File: config.mk
export PLATFORM = sky130hd
export DESIGN_NAME = clock_stopwatch_seven_segment_core
export DESIGN_NICKNAME = d
export VERILOG_FILES = /design/src/hdl/csw_pkg.sv /design/src/hdl/csw_front.sv /design/src/hdl/csw_queue.sv /design/src/hdl/csw_back.sv /design/src/hdl/clock_stopwatch_seven_segment_core.sv
export SDC_FILE = /design/constraint.sdc
export NUM_CORES = 1
export LEC_CHECK = 0
export BUFFER_PORTS_ARGS = -buffer_cell sky130_fd_sc_hd__buf_4
export CAP_MARGIN = 20
export CELL_PAD_IN_SITES_DETAIL_PLACEMENT = 0
export CELL_PAD_IN_SITES_GLOBAL_PLACEMENT = 1
export CORE_ASPECT_RATIO = 1.25
export CORE_MARGIN = 3
export CORE_UTILIZATION = 44
export CTS_BUF_LIST = sky130_fd_sc_hd__clkbuf_2
export DETAILED_ROUTE_END_ITERATION = 16
export GPL_TIMING_DRIVEN = 0
export PLACE_DENSITY = 0.84
export SYNTH_ARGS = -nofsm -noshare
export SYNTH_HDL_FRONTEND = slang
export SYNTH_HIERARCHICAL = 1
export SYNTH_SLANG_ARGS = --single-unit
File: constraint.sdc
create_clock -name clk_i -period 2.7 [get_ports clk_i]
set_input_delay 0.27 -clock clk_i [delete_from_list [all_inputs] [get_ports clk_i]]
set_output_delay 0.27 -clock clk_i [all_outputs]
set_load 0.02 [all_outputs]
File: src/hdl/csw_pkg.sv
`timescale 1ns / 1ps
// ----------------------------------------------------------------------------
// csw_pkg
// Shared types, operation codes and the seven-segment table for the
// clock/stopwatch core.
// ----------------------------------------------------------------------------
package csw_pkg;

  localparam int unsigned QueueDepth = 2;

  typedef struct packed {
    logic       kind;
    logic [3:0] key_bits;
  } in_item_t;

  typedef struct packed {
    logic [6:0] digit3_segments;
    logic [6:0] digit2_segments;
    logic [6:0] digit1_segments;
    logic [6:0] digit0_segments;
  } out_item_t;

  // operations decoded by the front end
  typedef enum logic [1:0] {
    OP_TICK  = 2'd0,
    OP_CLEAR = 2'd1,
    OP_RUN   = 2'd2,
    OP_MODE  = 2'd3
  } csw_op_e;

  typedef struct packed {
    logic    valid;
    csw_op_e op;
  } csw_req_t;

  localparam logic [0:0] KindTick = 1'b0;

  function automatic logic [6:0] seg_of(logic [3:0] digit);
    logic [6:0] seg;
    case (digit)
      4'd0:    seg = 7'h3F;
      4'd1:    seg = 7'h06;
      4'd2:    seg = 7'h5B;
      4'd3:    seg = 7'h4F;
      4'd4:    seg = 7'h66;
      4'd5:    seg = 7'h6D;
      4'd6:    seg = 7'h7D;
      4'd7:    seg = 7'h07;
      4'd8:    seg = 7'h7F;
      4'd9:    seg = 7'h6F;
      default: seg = 7'h3F;
    endcase
    return seg;
  endfunction

endpackage

File: src/hdl/csw_front.sv
`timescale 1ns / 1ps
// ----------------------------------------------------------------------------
// csw_front
// Accepts input transactions and decodes them into queue operations.
// ----------------------------------------------------------------------------
module csw_front (
  input  logic              in_valid_i,
  output logic              in_ready_o,
  input  csw_pkg::in_item_t in_item_i,
  input  logic              queue_full_i,
  output csw_pkg::csw_req_t push_o
);
  import csw_pkg::*;

  logic    has_op;
  csw_op_e op;

  always_comb begin
    has_op = 1'b1;
    op     = OP_TICK;
    if (in_item_i.kind != KindTick) begin
      // highest set key wins, bit 0 alone does nothing
      if (in_item_i.key_bits[3]) begin
        op = OP_CLEAR;
      end else if (in_item_i.key_bits[2]) begin
        op = OP_RUN;
      end else if (in_item_i.key_bits[1]) begin
        op = OP_MODE;
      end else begin
        has_op = 1'b0;
      end
    end
  end

  assign in_ready_o   = !queue_full_i;
  assign push_o.valid = in_valid_i && in_ready_o && has_op;
  assign push_o.op    = op;

endmodule

File: src/hdl/csw_queue.sv
`timescale 1ns / 1ps
// ----------------------------------------------------------------------------
// csw_queue
// Short operation queue between the front end and the time-keeping back end.
// ----------------------------------------------------------------------------
module csw_queue #(
  parameter int unsigned Depth = csw_pkg::QueueDepth
) (
  input  logic              clk_i,
  input  logic              rst_ni,
  input  csw_pkg::csw_req_t push_i,
  output logic              full_o,
  output csw_pkg::csw_req_t pop_o,
  input  logic              pop_ready_i
);
  import csw_pkg::*;

  localparam int unsigned PtrW = (Depth > 1) ? $clog2(Depth) : 1;
  localparam int unsigned CntW = $clog2(Depth + 1);
  localparam logic [PtrW-1:0] LastPtr = PtrW'(Depth - 1);
  localparam logic [CntW-1:0] FullCnt = CntW'(Depth);

  csw_op_e         mem_q [Depth];
  logic [PtrW-1:0] wr_ptr_q, wr_ptr_d;
  logic [PtrW-1:0] rd_ptr_q, rd_ptr_d;
  logic [CntW-1:0] count_q, count_d;
  logic            do_push, do_pop;

  assign full_o      = (count_q == FullCnt);
  assign pop_o.valid = (count_q != '0);
  assign pop_o.op    = mem_q[rd_ptr_q];
  assign do_push     = push_i.valid && !full_o;
  assign do_pop      = pop_o.valid && pop_ready_i;

  always_comb begin
    wr_ptr_d = wr_ptr_q;
    rd_ptr_d = rd_ptr_q;
    count_d  = count_q;
    if (do_push) begin
      wr_ptr_d = (wr_ptr_q == LastPtr) ? '0 : wr_ptr_q + 1'b1;
    end
    if (do_pop) begin
      rd_ptr_d = (rd_ptr_q == LastPtr) ? '0 : rd_ptr_q + 1'b1;
    end
    if (do_push && !do_pop) begin
      count_d = count_q + 1'b1;
    end else if (do_pop && !do_push) begin
      count_d = count_q - 1'b1;
    end
  end

  always_ff @(posedge clk_i or negedge rst_ni) begin
    if (!rst_ni) begin
      wr_ptr_q <= '0;
      rd_ptr_q <= '0;
      count_q  <= '0;
    end else begin
      wr_ptr_q <= wr_ptr_d;
      rd_ptr_q <= rd_ptr_d;
      count_q  <= count_d;
    end
  end

  always_ff @(posedge clk_i) begin
    if (do_push) begin
      mem_q[wr_ptr_q] <= push_i.op;
    end
  end

endmodule

File: src/hdl/csw_back.sv
`timescale 1ns / 1ps
// ----------------------------------------------------------------------------
// csw_back
// Time-keeping back end: BCD clock and stopwatch counters, mode flags and
// the registered display output.
// ----------------------------------------------------------------------------
module csw_back (
  input  logic               clk_i,
  input  logic               rst_ni,
  input  csw_pkg::csw_req_t  pop_i,
  output logic               pop_ready_o,
  output logic               out_valid_o,
  input  logic               out_ready_i,
  output csw_pkg::out_item_t out_item_o
);
  import csw_pkg::*;

  // counters are held as BCD digit pairs
  logic [3:0] ws_one_q, ws_one_d;
  logic [2:0] ws_ten_q, ws_ten_d;
  logic [3:0] wm_one_q, wm_one_d;
  logic [2:0] wm_ten_q, wm_ten_d;
  logic [3:0] cs_one_q, cs_one_d;
  logic [2:0] cs_ten_q, cs_ten_d;
  logic [3:0] cm_one_q, cm_one_d;
  logic [2:0] cm_ten_q, cm_ten_d;
  logic [3:0] ch_one_q, ch_one_d;
  logic [1:0] ch_ten_q, ch_ten_d;
  logic       running_q, running_d;
  logic       show_clock_q, show_clock_d;

  logic       out_valid_q;
  out_item_t  out_q;
  out_item_t  disp;
  logic       fire, fire_tick;
  logic       ws_wrap, wm_wrap_unused, cs_wrap, cm_wrap;

  assign pop_ready_o = (pop_i.op != OP_TICK) || !out_valid_q || out_ready_i;
  assign fire        = pop_i.valid && pop_ready_o;
  assign fire_tick   = fire && (pop_i.op == OP_TICK);

  assign ws_wrap        = (ws_one_q == 4'd9) && (ws_ten_q == 3'd5);
  assign wm_wrap_unused = (wm_one_q == 4'd9) && (wm_ten_q == 3'd5);
  assign cs_wrap        = (cs_one_q == 4'd9) && (cs_ten_q == 3'd5);
  assign cm_wrap        = (cm_one_q == 4'd9) && (cm_ten_q == 3'd5);

  always_comb begin
    if (show_clock_q) begin
      disp.digit0_segments = seg_of(cm_one_q);
      disp.digit1_segments = seg_of({1'b0, cm_ten_q});
      disp.digit2_segments = seg_of(ch_one_q);
      disp.digit3_segments = seg_of({2'b00, ch_ten_q});
    end else begin
      disp.digit0_segments = seg_of(ws_one_q);
      disp.digit1_segments = seg_of({1'b0, ws_ten_q});
      disp.digit2_segments = seg_of(wm_one_q);
      disp.digit3_segments = seg_of({1'b0, wm_ten_q});
    end
  end

  always_comb begin
    ws_one_d     = ws_one_q;
    ws_ten_d     = ws_ten_q;
    wm_one_d     = wm_one_q;
    wm_ten_d     = wm_ten_q;
    cs_one_d     = cs_one_q;
    cs_ten_d     = cs_ten_q;
    cm_one_d     = cm_one_q;
    cm_ten_d     = cm_ten_q;
    ch_one_d     = ch_one_q;
    ch_ten_d     = ch_ten_q;
    running_d    = running_q;
    show_clock_d = show_clock_q;
    if (fire) begin
      case (pop_i.op)
        OP_CLEAR: begin
          ws_one_d  = '0;
          ws_ten_d  = '0;
          wm_one_d  = '0;
          wm_ten_d  = '0;
          running_d = 1'b0;
        end
        OP_RUN: begin
          running_d = !running_q;
        end
        OP_MODE: begin
          show_clock_d = !show_clock_q;
        end
        OP_TICK: begin
          if (running_q) begin
            if (ws_one_q == 4'd9) begin
              ws_one_d = '0;
              ws_ten_d = (ws_ten_q == 3'd5) ? '0 : ws_ten_q + 1'b1;
            end else begin
              ws_one_d = ws_one_q + 1'b1;
            end
            if (ws_wrap) begin
              if (wm_one_q == 4'd9) begin
                wm_one_d = '0;
                wm_ten_d = wm_wrap_unused ? '0 : wm_ten_q + 1'b1;
              end else begin
                wm_one_d = wm_one_q + 1'b1;
              end
            end
          end
          if (cs_one_q == 4'd9) begin
            cs_one_d = '0;
            cs_ten_d = (cs_ten_q == 3'd5) ? '0 : cs_ten_q + 1'b1;
          end else begin
            cs_one_d = cs_one_q + 1'b1;
          end
          if (cs_wrap) begin
            if (cm_one_q == 4'd9) begin
              cm_one_d = '0;
              cm_ten_d = (cm_ten_q == 3'd5) ? '0 : cm_ten_q + 1'b1;
            end else begin
              cm_one_d = cm_one_q + 1'b1;
            end
            // hour moves only when the minutes roll over
            if (cm_wrap) begin
              if ((ch_ten_q == 2'd2) && (ch_one_q == 4'd3)) begin
                ch_one_d = '0;
                ch_ten_d = '0;
              end else if (ch_one_q == 4'd9) begin
                ch_one_d = '0;
                ch_ten_d = ch_ten_q + 1'b1;
              end else begin
                ch_one_d = ch_one_q + 1'b1;
              end
            end
          end
        end
        default: begin
        end
      endcase
    end
  end

  always_ff @(posedge clk_i or negedge rst_ni) begin
    if (!rst_ni) begin
      ws_one_q     <= 4'd0;
      ws_ten_q     <= 3'd0;
      wm_one_q     <= 4'd0;
      wm_ten_q     <= 3'd0;
      cs_one_q     <= 4'd0;
      cs_ten_q     <= 3'd0;
      cm_one_q     <= 4'd0;
      cm_ten_q     <= 3'd4;
      ch_one_q     <= 4'd8;
      ch_ten_q     <= 2'd1;
      running_q    <= 1'b1;
      show_clock_q <= 1'b1;
      out_valid_q  <= 1'b0;
    end else begin
      ws_one_q     <= ws_one_d;
      ws_ten_q     <= ws_ten_d;
      wm_one_q     <= wm_one_d;
      wm_ten_q     <= wm_ten_d;
      cs_one_q     <= cs_one_d;
      cs_ten_q     <= cs_ten_d;
      cm_one_q     <= cm_one_d;
      cm_ten_q     <= cm_ten_d;
      ch_one_q     <= ch_one_d;
      ch_ten_q     <= ch_ten_d;
      running_q    <= running_d;
      show_clock_q <= show_clock_d;
      if (fire_tick) begin
        out_valid_q <= 1'b1;
      end else if (out_ready_i) begin
        out_valid_q <= 1'b0;
      end
    end
  end

  always_ff @(posedge clk_i) begin
    if (fire_tick) begin
      out_q <= disp;
    end
  end

  assign out_valid_o = out_valid_q;
  assign out_item_o  = out_q;

endmodule

File: src/hdl/clock_stopwatch_seven_segment_core.sv
`timescale 1ns / 1ps
// Flow: a tick transaction is written into the operation queue; once the back end
// takes it, its display result is registered in the output register and presented.
// Throughput: one transaction per cycle while the display output is not stalled;
// key transactions give no result.
// Reset: asynchronous, clears the queue and loads clock 18:40:00, stopwatch 00:00
// running, clock mode shown.
// ----------------------------------------------------------------------------
// clock_stopwatch_seven_segment_core
// Time-of-day clock and stopwatch driving four seven-segment digit patterns.
// ----------------------------------------------------------------------------
module clock_stopwatch_seven_segment_core #(
  parameter int unsigned QueueDepth = csw_pkg::QueueDepth
) (
  input  logic               clk_i,
  input  logic               rst_ni,
  input  logic               in_valid_i,
  output logic               in_ready_o,
  input  csw_pkg::in_item_t  in_item_i,
  output logic               out_valid_o,
  input  logic               out_ready_i,
  output csw_pkg::out_item_t out_item_o
);
  import csw_pkg::*;

  csw_req_t push;
  csw_req_t pop;
  logic     queue_full;
  logic     pop_ready;

  csw_front u_front (
    .in_valid_i   (in_valid_i),
    .in_ready_o   (in_ready_o),
    .in_item_i    (in_item_i),
    .queue_full_i (queue_full),
    .push_o       (push)
  );

  csw_queue #(
    .Depth (QueueDepth)
  ) u_queue (
    .clk_i       (clk_i),
    .rst_ni      (rst_ni),
    .push_i      (push),
    .full_o      (queue_full),
    .pop_o       (pop),
    .pop_ready_i (pop_ready)
  );

  csw_back u_back (
    .clk_i       (clk_i),
    .rst_ni      (rst_ni),
    .pop_i       (pop),
    .pop_ready_o (pop_ready),
    .out_valid_o (out_valid_o),
    .out_ready_i (out_ready_i),
    .out_item_o  (out_item_o)
  );

endmodule
* Yosys cells after proc, flatten, opt, wreduce, memory -nomap -nowiden
Memory sizes are Yosys's and may differ from the RTL's.
Cells that the tools add are included.
** Operators by class
- Eq/ne operators :: 21
- Multiplexer cells :: 43
- Add/sub/neg operators :: 14
- Reduce and logical (&&, ||, !) cells :: 41
** Operators by type and width (count)
- $mux 4 :: 9
- $mux 28 :: 1
- $pmux 7 s4 :: 1
- $mux 3 :: 9
- $add 4x1->4 const B :: 5
- $eq 4x4->1 const B :: 5
- $mux 2 :: 8
- $pmux 4 s2 :: 2
- $reduce_and 4->1 :: 4
- $reduce_bool 2->1 :: 7
- $add 3x1->3 const B :: 4
- $eq 3x3->1 const B :: 4
- $logic_and 1x1->1 :: 12
- $pmux 3 s2 :: 2
- $eq 2x2->1 const B :: 5
- $mux 1 :: 10
- $reduce_and 5->1 :: 2
- $reduce_and 3->1 :: 3
- $logic_not 1->1 :: 6
- $reduce_and 2->1 :: 3
- $add 2x1->2 const B :: 2
- $eq 2x1->1 const B :: 2
- $eq 4x2->1 const B :: 1
- $logic_not 2->1 :: 2
- 6 further kinds :: 10
** Word-level totals
- Memories :: 8
- Output and inout port bits :: 30
- ROM bits :: 616
- Bits of input ports :: 9
- Register bits after elaboration :: 69
- Bits in writable memories :: 4
- Logic and storage cells :: 147
** Memories
- (name not given) :: words 16, bits a word 7, read ports 1, clocked after memory_dff 0, write ports 0, line csw_pkg.sv:40 : case (digit)
- (name not given) :: words 16, bits a word 7, read ports 1, clocked after memory_dff 0, write ports 0, line csw_pkg.sv:40
- (name not given) :: words 16, bits a word 7, read ports 1, clocked after memory_dff 0, write ports 0, line csw_pkg.sv:40
- (name not given) :: words 16, bits a word 7, read ports 1, clocked after memory_dff 0, write ports 0, line csw_pkg.sv:40
- (name not given) :: words 8, bits a word 7, read ports 1, clocked after memory_dff 0, write ports 0, line csw_pkg.sv:40
- (name not given) :: words 8, bits a word 7, read ports 1, clocked after memory_dff 0, write ports 0, line csw_pkg.sv:40
- +2 memories

* Longest topological paths before layout
- Depth in word-level cells :: 10
- Gate-level depth with buffers :: 10
- Depth with buffers taken out :: 9

* By module
Netlist, hierarchy kept.
** By module, submodules not included
- csw_back :: cells an instance 427, times used 1, area an instance 4216.5 µm², sequential area each 1773.0 µm²
- csw_queue :: cells an instance 25, times used 1, area an instance 350.3 µm², sequential area each 220.2 µm²
- csw_front :: cells an instance 8, times used 1, area an instance 51.3 µm², sequential area each 0.0 µm²

* Worst setup path before layout
No wires, ideal clock.
- Kind :: register to register
- From :: register u_queue.rd_ptr_q
- To :: register u_back.out_q (netlist bit u_back/out_item_o[0]) (enable)
- Path slack :: -0.141 ns
- Cell stages (with the launch flop) :: 6
- Buffers on the path :: 0
- Library setup time :: 0.416 ns
- Arrival time :: 2.426 ns
- Required time :: 2.284 ns
- Cell sequence :: dfrtp_1 -> mux2_2 -> inv_1 -> ha_1 -> nand2_1 -> nor2_1
** RTL lines
- start, declared :: line csw_queue.sv:25 : logic [PtrW-1:0] rd_ptr_q, rd_ptr_d;
- start signal, assigned :: line csw_queue.sv:59 : rd_ptr_q <= rd_ptr_d;
- end signal, assigned :: line csw_back.sv:177 : out_q <= disp;
- end, declared :: line csw_back.sv:33 : out_item_t out_q;

==> impl_metrics.csv <==
group,metric,value,unit
timing,slew_headroom,42.0,%
clock_network,clkTransAtPathRegs,180,ps
routing,drc,0,
yosys,synth_fa_ha_area_share,15.2,%
power_and_ir_drop,power.share.switching,42.1,%
clock_network,cts_root_buffer,"clkbuf_2",
layout,drive_gt1_share,15.7,%
yosys,netlist_instances,460,
global_route,grt.total_usage,17.3,%
routing,vias,3521,
yosys,synth.area.top_cells,"edfxtp_1 (21%), dfrtp_1 (20%), ha_1 (15%), o21ai_0 (3.4%), dfstp_2 (2.8%)",
layout,nets,577,
yosys,avgSynthCellArea,10.0,um2
worst_setup_path,startpoint_type,"flip-flop",
run_status,outcome,"finished clean",
global_route,grt_pass1_vias,3392,
worst_setup_path,critPathKind,"reg -> reg",
routing,ant_nets,0,
placed_design,gp_congestion,0.860,
floorplanning,die-area,11800,um2
power_and_ir_drop,leakage,2.16,nW
yosys,synth_compound_area_share,13.8,%
yosys,synth_ff_type,"dfrtp_1",
power_and_ir_drop,p_int,2.45,mW
routing,via_per_inst,5.45,
clock_network,numCtsBuffers,9,
power_and_ir_drop,p_clk_share,11.6,%
placed_design,placedCellCount,627,
yosys,synthMuxAreaShare,3.66,%
global_route,grt_pass1_wl,16.4,mm
routing,drtPass1Iterations,4,
floorplanning,core_area,10200,um2
clock_network,cts_num_sinks,73,
global_route,grt_antenna_before_repair,0,
power_and_ir_drop,p_sw,1.78,mW
worst_hold_path,hp-class,"in -> reg",
floorplanning,rows,41,
clock_network,cts_tree,"yes",
power_and_ir_drop,vdd_drop_max,0.000479,V
yosys,synth_edf_count,32,
floorplanning,die_h,121,um
timing,fmax,392,MHz
power_and_ir_drop,p_comb_share,47.2,%
worst_setup_path,critPathMaxFanout,7,
timing,finalCriticalPeriod,2550,ps
flow_run,cap_violations,0,
clock_network,clock_latency,510,ps
layout,finalNonFillerCells,646,
yosys,synth_warnings,6,
routing,wirelength,9.71,mm
timing,rsz0062_at_grt,"false",
timing,slew_violations,0,
layout,syn_to_final_growth,12.7,%
clock_network,clk_path_buf_depth,2,
timing,tightest_slew,868,ps
floorplanning,die_w,97.6,um
layout,antenna_cells,0,
power_and_ir_drop,power,4.23,mW
yosys,yosys.area.top_type,"edfxtp_1",
worst_setup_path,cp_data_arrival_time,2950,ps
placed_design,hpwlAfterDp,7.09,mm
power_and_ir_drop,seqPwrFrac,41.2,%
timing,fin_skew,29.9,ps
power_and_ir_drop,powerDensity,813,nW/um2
yosys,synth_cell_types,59,
clock_network,cts_htree_levels,3,
yosys,yosys_register_bits,73,
global_route,grt-ovfl-total,0,
worst_setup_path,required,3100,ps
worst_setup_path,end_kind,"flip-flop",
yosys,synth_top_area_share,20.8,%
yosys,synth_nets,525,
routing,drt_iter0_markers,168,
yosys,synthXorXnorAreaFrac,2.47,%
routing,wl_per_cell,15.0,um
global_route,grt_max_degree,42,
yosys,async_flop_share,56.2,%
timing,finalHoldViolCount,0,
yosys,synth_top_family_by_area,"simple AND/OR/NAND/NOR gates",
yosys,synthSimpleGateAreaFrac,17.4,%
timing,finalSetupViolCount,0,
timing,fin_crit_sh,94.4,%
placed_design,io_buffers,37,
floorplanning,start_util,45.5,%
yosys,synth_seq_area_share,43.2,%
yosys,synth_area,4620,um2
floorplanning,boundaryPins,39,
-- final cells by class --
cell class	count	area, um2
well taps	129	161
clock buffers	11	55.1
repair buffers	41	310
clock inverters	5	22.5
inverters	34	128
flip-flops and latches	73	1990
multi-input cells	333	2460
plain buffers	20	76.3
fillers	975	4950
-- state kept, by name, indices dropped and copies added (netlist names), 2 cells and up --
signal	cells
u_queue/mem_q	4
u_back/ch_one_q	4
u_back/wm_one_q	4
u_back/cm_ten_q	3
u_back/out_item_o	28
u_back/ch_ten_q	2
u_queue/count_q	2
u_back/ws_ten_q	3
u_back/cs_one_q	4
u_back/cm_one_q	4
u_back/wm_ten_q	3
u_back/cs_ten_q	3
u_back/ws_one_q	4
-- metrics by stage --
step                      instance area, um2  worst slack [ps]  setup TNS, ps  hold WS [ps]  util (%)
after floorplan                         4620               166              0         -25.6         -
after global placement                  5060              -361          -8130           296      49.8
after detailed placement                5070              -136           -267           299      49.9
after CTS                               5180              22.5              0         0.265      51.0
after global routing                    5200              27.5              0          90.7      51.2
final                                   5200               152              0           152      51.2
-- cells in the mapped netlist, drive strengths merged, types with 10 or more instances --
cell type,count
a21oi,19
a31oi,11
clkbuf,18
dfrtp,36
edfxtp,32
ha,56
inv,34
nand2,30
nand2b,15
nand3,13
nor2,30
nor2b,10
nor3,12
o21ai,31
xnor2,10
-- power groups by stage --
stage	clock network (mW)	registers [mW]	logic, mW
detailed placement	0	1.77	1.95
floorplan	0	1.87	1.23
finish	0.492	1.74	2.00
global route	0.558	1.79	2.22
global placement	0	1.76	1.91
CTS	0.518	1.74	1.99
-- repair_timing --
| action | 4_1_cts | 5_1_grt |
|---|---|---|
| buffers inserted | 1 | 0 |
| pin swaps | 0 | 0 |
| endpoints found under the setup margin | 6 | 6 |
| endpoints found under the hold margin | 36 | 2 |
| resized for setup | 3 | 5 |
| hold buffers | 1 | 1 |
-- worst max-delay path, stage by stage (launching register included) --
cell	delay, ps
dfrtp_1	430
mux2_2	390
inv_2	90
ha_4	170
nand2_4	90
or3_4	380
or4_4	550
o32a_1	370
-- cells in the final DEF, fill, tap and decap left out, types with 5 or more instances in the layout --
| master | instances |
|---|---|
| ha_1 | 55 |
| buf_4 | 38 |
| dfrtp_1 | 36 |
| inv_1 | 32 |
| edfxtp_1 | 32 |
| o21ai_0 | 31 |
| nor2_1 | 29 |
| nand2_1 | 28 |
| a21oi_1 | 19 |
| clkbuf_1 | 18 |
| nand2b_1 | 15 |
| nand3_1 | 13 |
| nor3_1 | 12 |
| clkbuf_2 | 11 |
| a31oi_1 | 11 |
| nor2b_1 | 10 |
| xnor2_1 | 10 |
| mux2i_1 | 9 |
| mux2_2 | 6 |
| nand4_1 | 6 |
| nand3b_1 | 5 |
| nor3b_1 | 5 |
| and2_1 | 5 |
| dfstp_2 | 5 |
-- worst paths after layout --
path / slack, ps / cells past startpoint / to / startpoint
setup / recovery: 150 / 7 / u_back/ch_ten_q[1]$_DFFE_PN0P_ / u_queue/rd_ptr_q$_DFFE_PN0P_
min in group asynchronous: 260 / 2 / u_back/wm_one_q[0]$_DFFE_PN0P_ / rst_ni
hold reg to reg: 510 / 1 / u_back/cs_one_q[0]$_DFFE_PN0P_ / u_back/cs_one_q[0]$_DFFE_PN0P_
hold / removal: 150 / 4 / u_queue/wr_ptr_q$_DFFE_PN0P_ / in_item_i[4]
max in group asynchronous: 2040 / 2 / u_back/running_q$_DFFE_PN1P_ / rst_ni
setup reg to reg: 150 / 7 / u_back/ch_ten_q[1]$_DFFE_PN0P_ / u_queue/rd_ptr_q$_DFFE_PN0P_
-- kinds of logic (layout without fill, tap and decap cells) --
kind of cell,after synthesis,count (layout)
and+or+nand+nor,150,150
AOI/OAI and AO/OA,98,98
DFF,73,73
adders and majority gates,56,56
buffers and inverters,54,111
muxes,16,16
xor gates and xnor gates,13,13
-- metal layers --
metal,global-route usage [%],routed length (um)
met5,0,0
met4,5.37,124
met3,3.40,379
met2,30.4,4970
met1,21.4,4230
No activity file was read; power rests on OpenSTA's default activity.
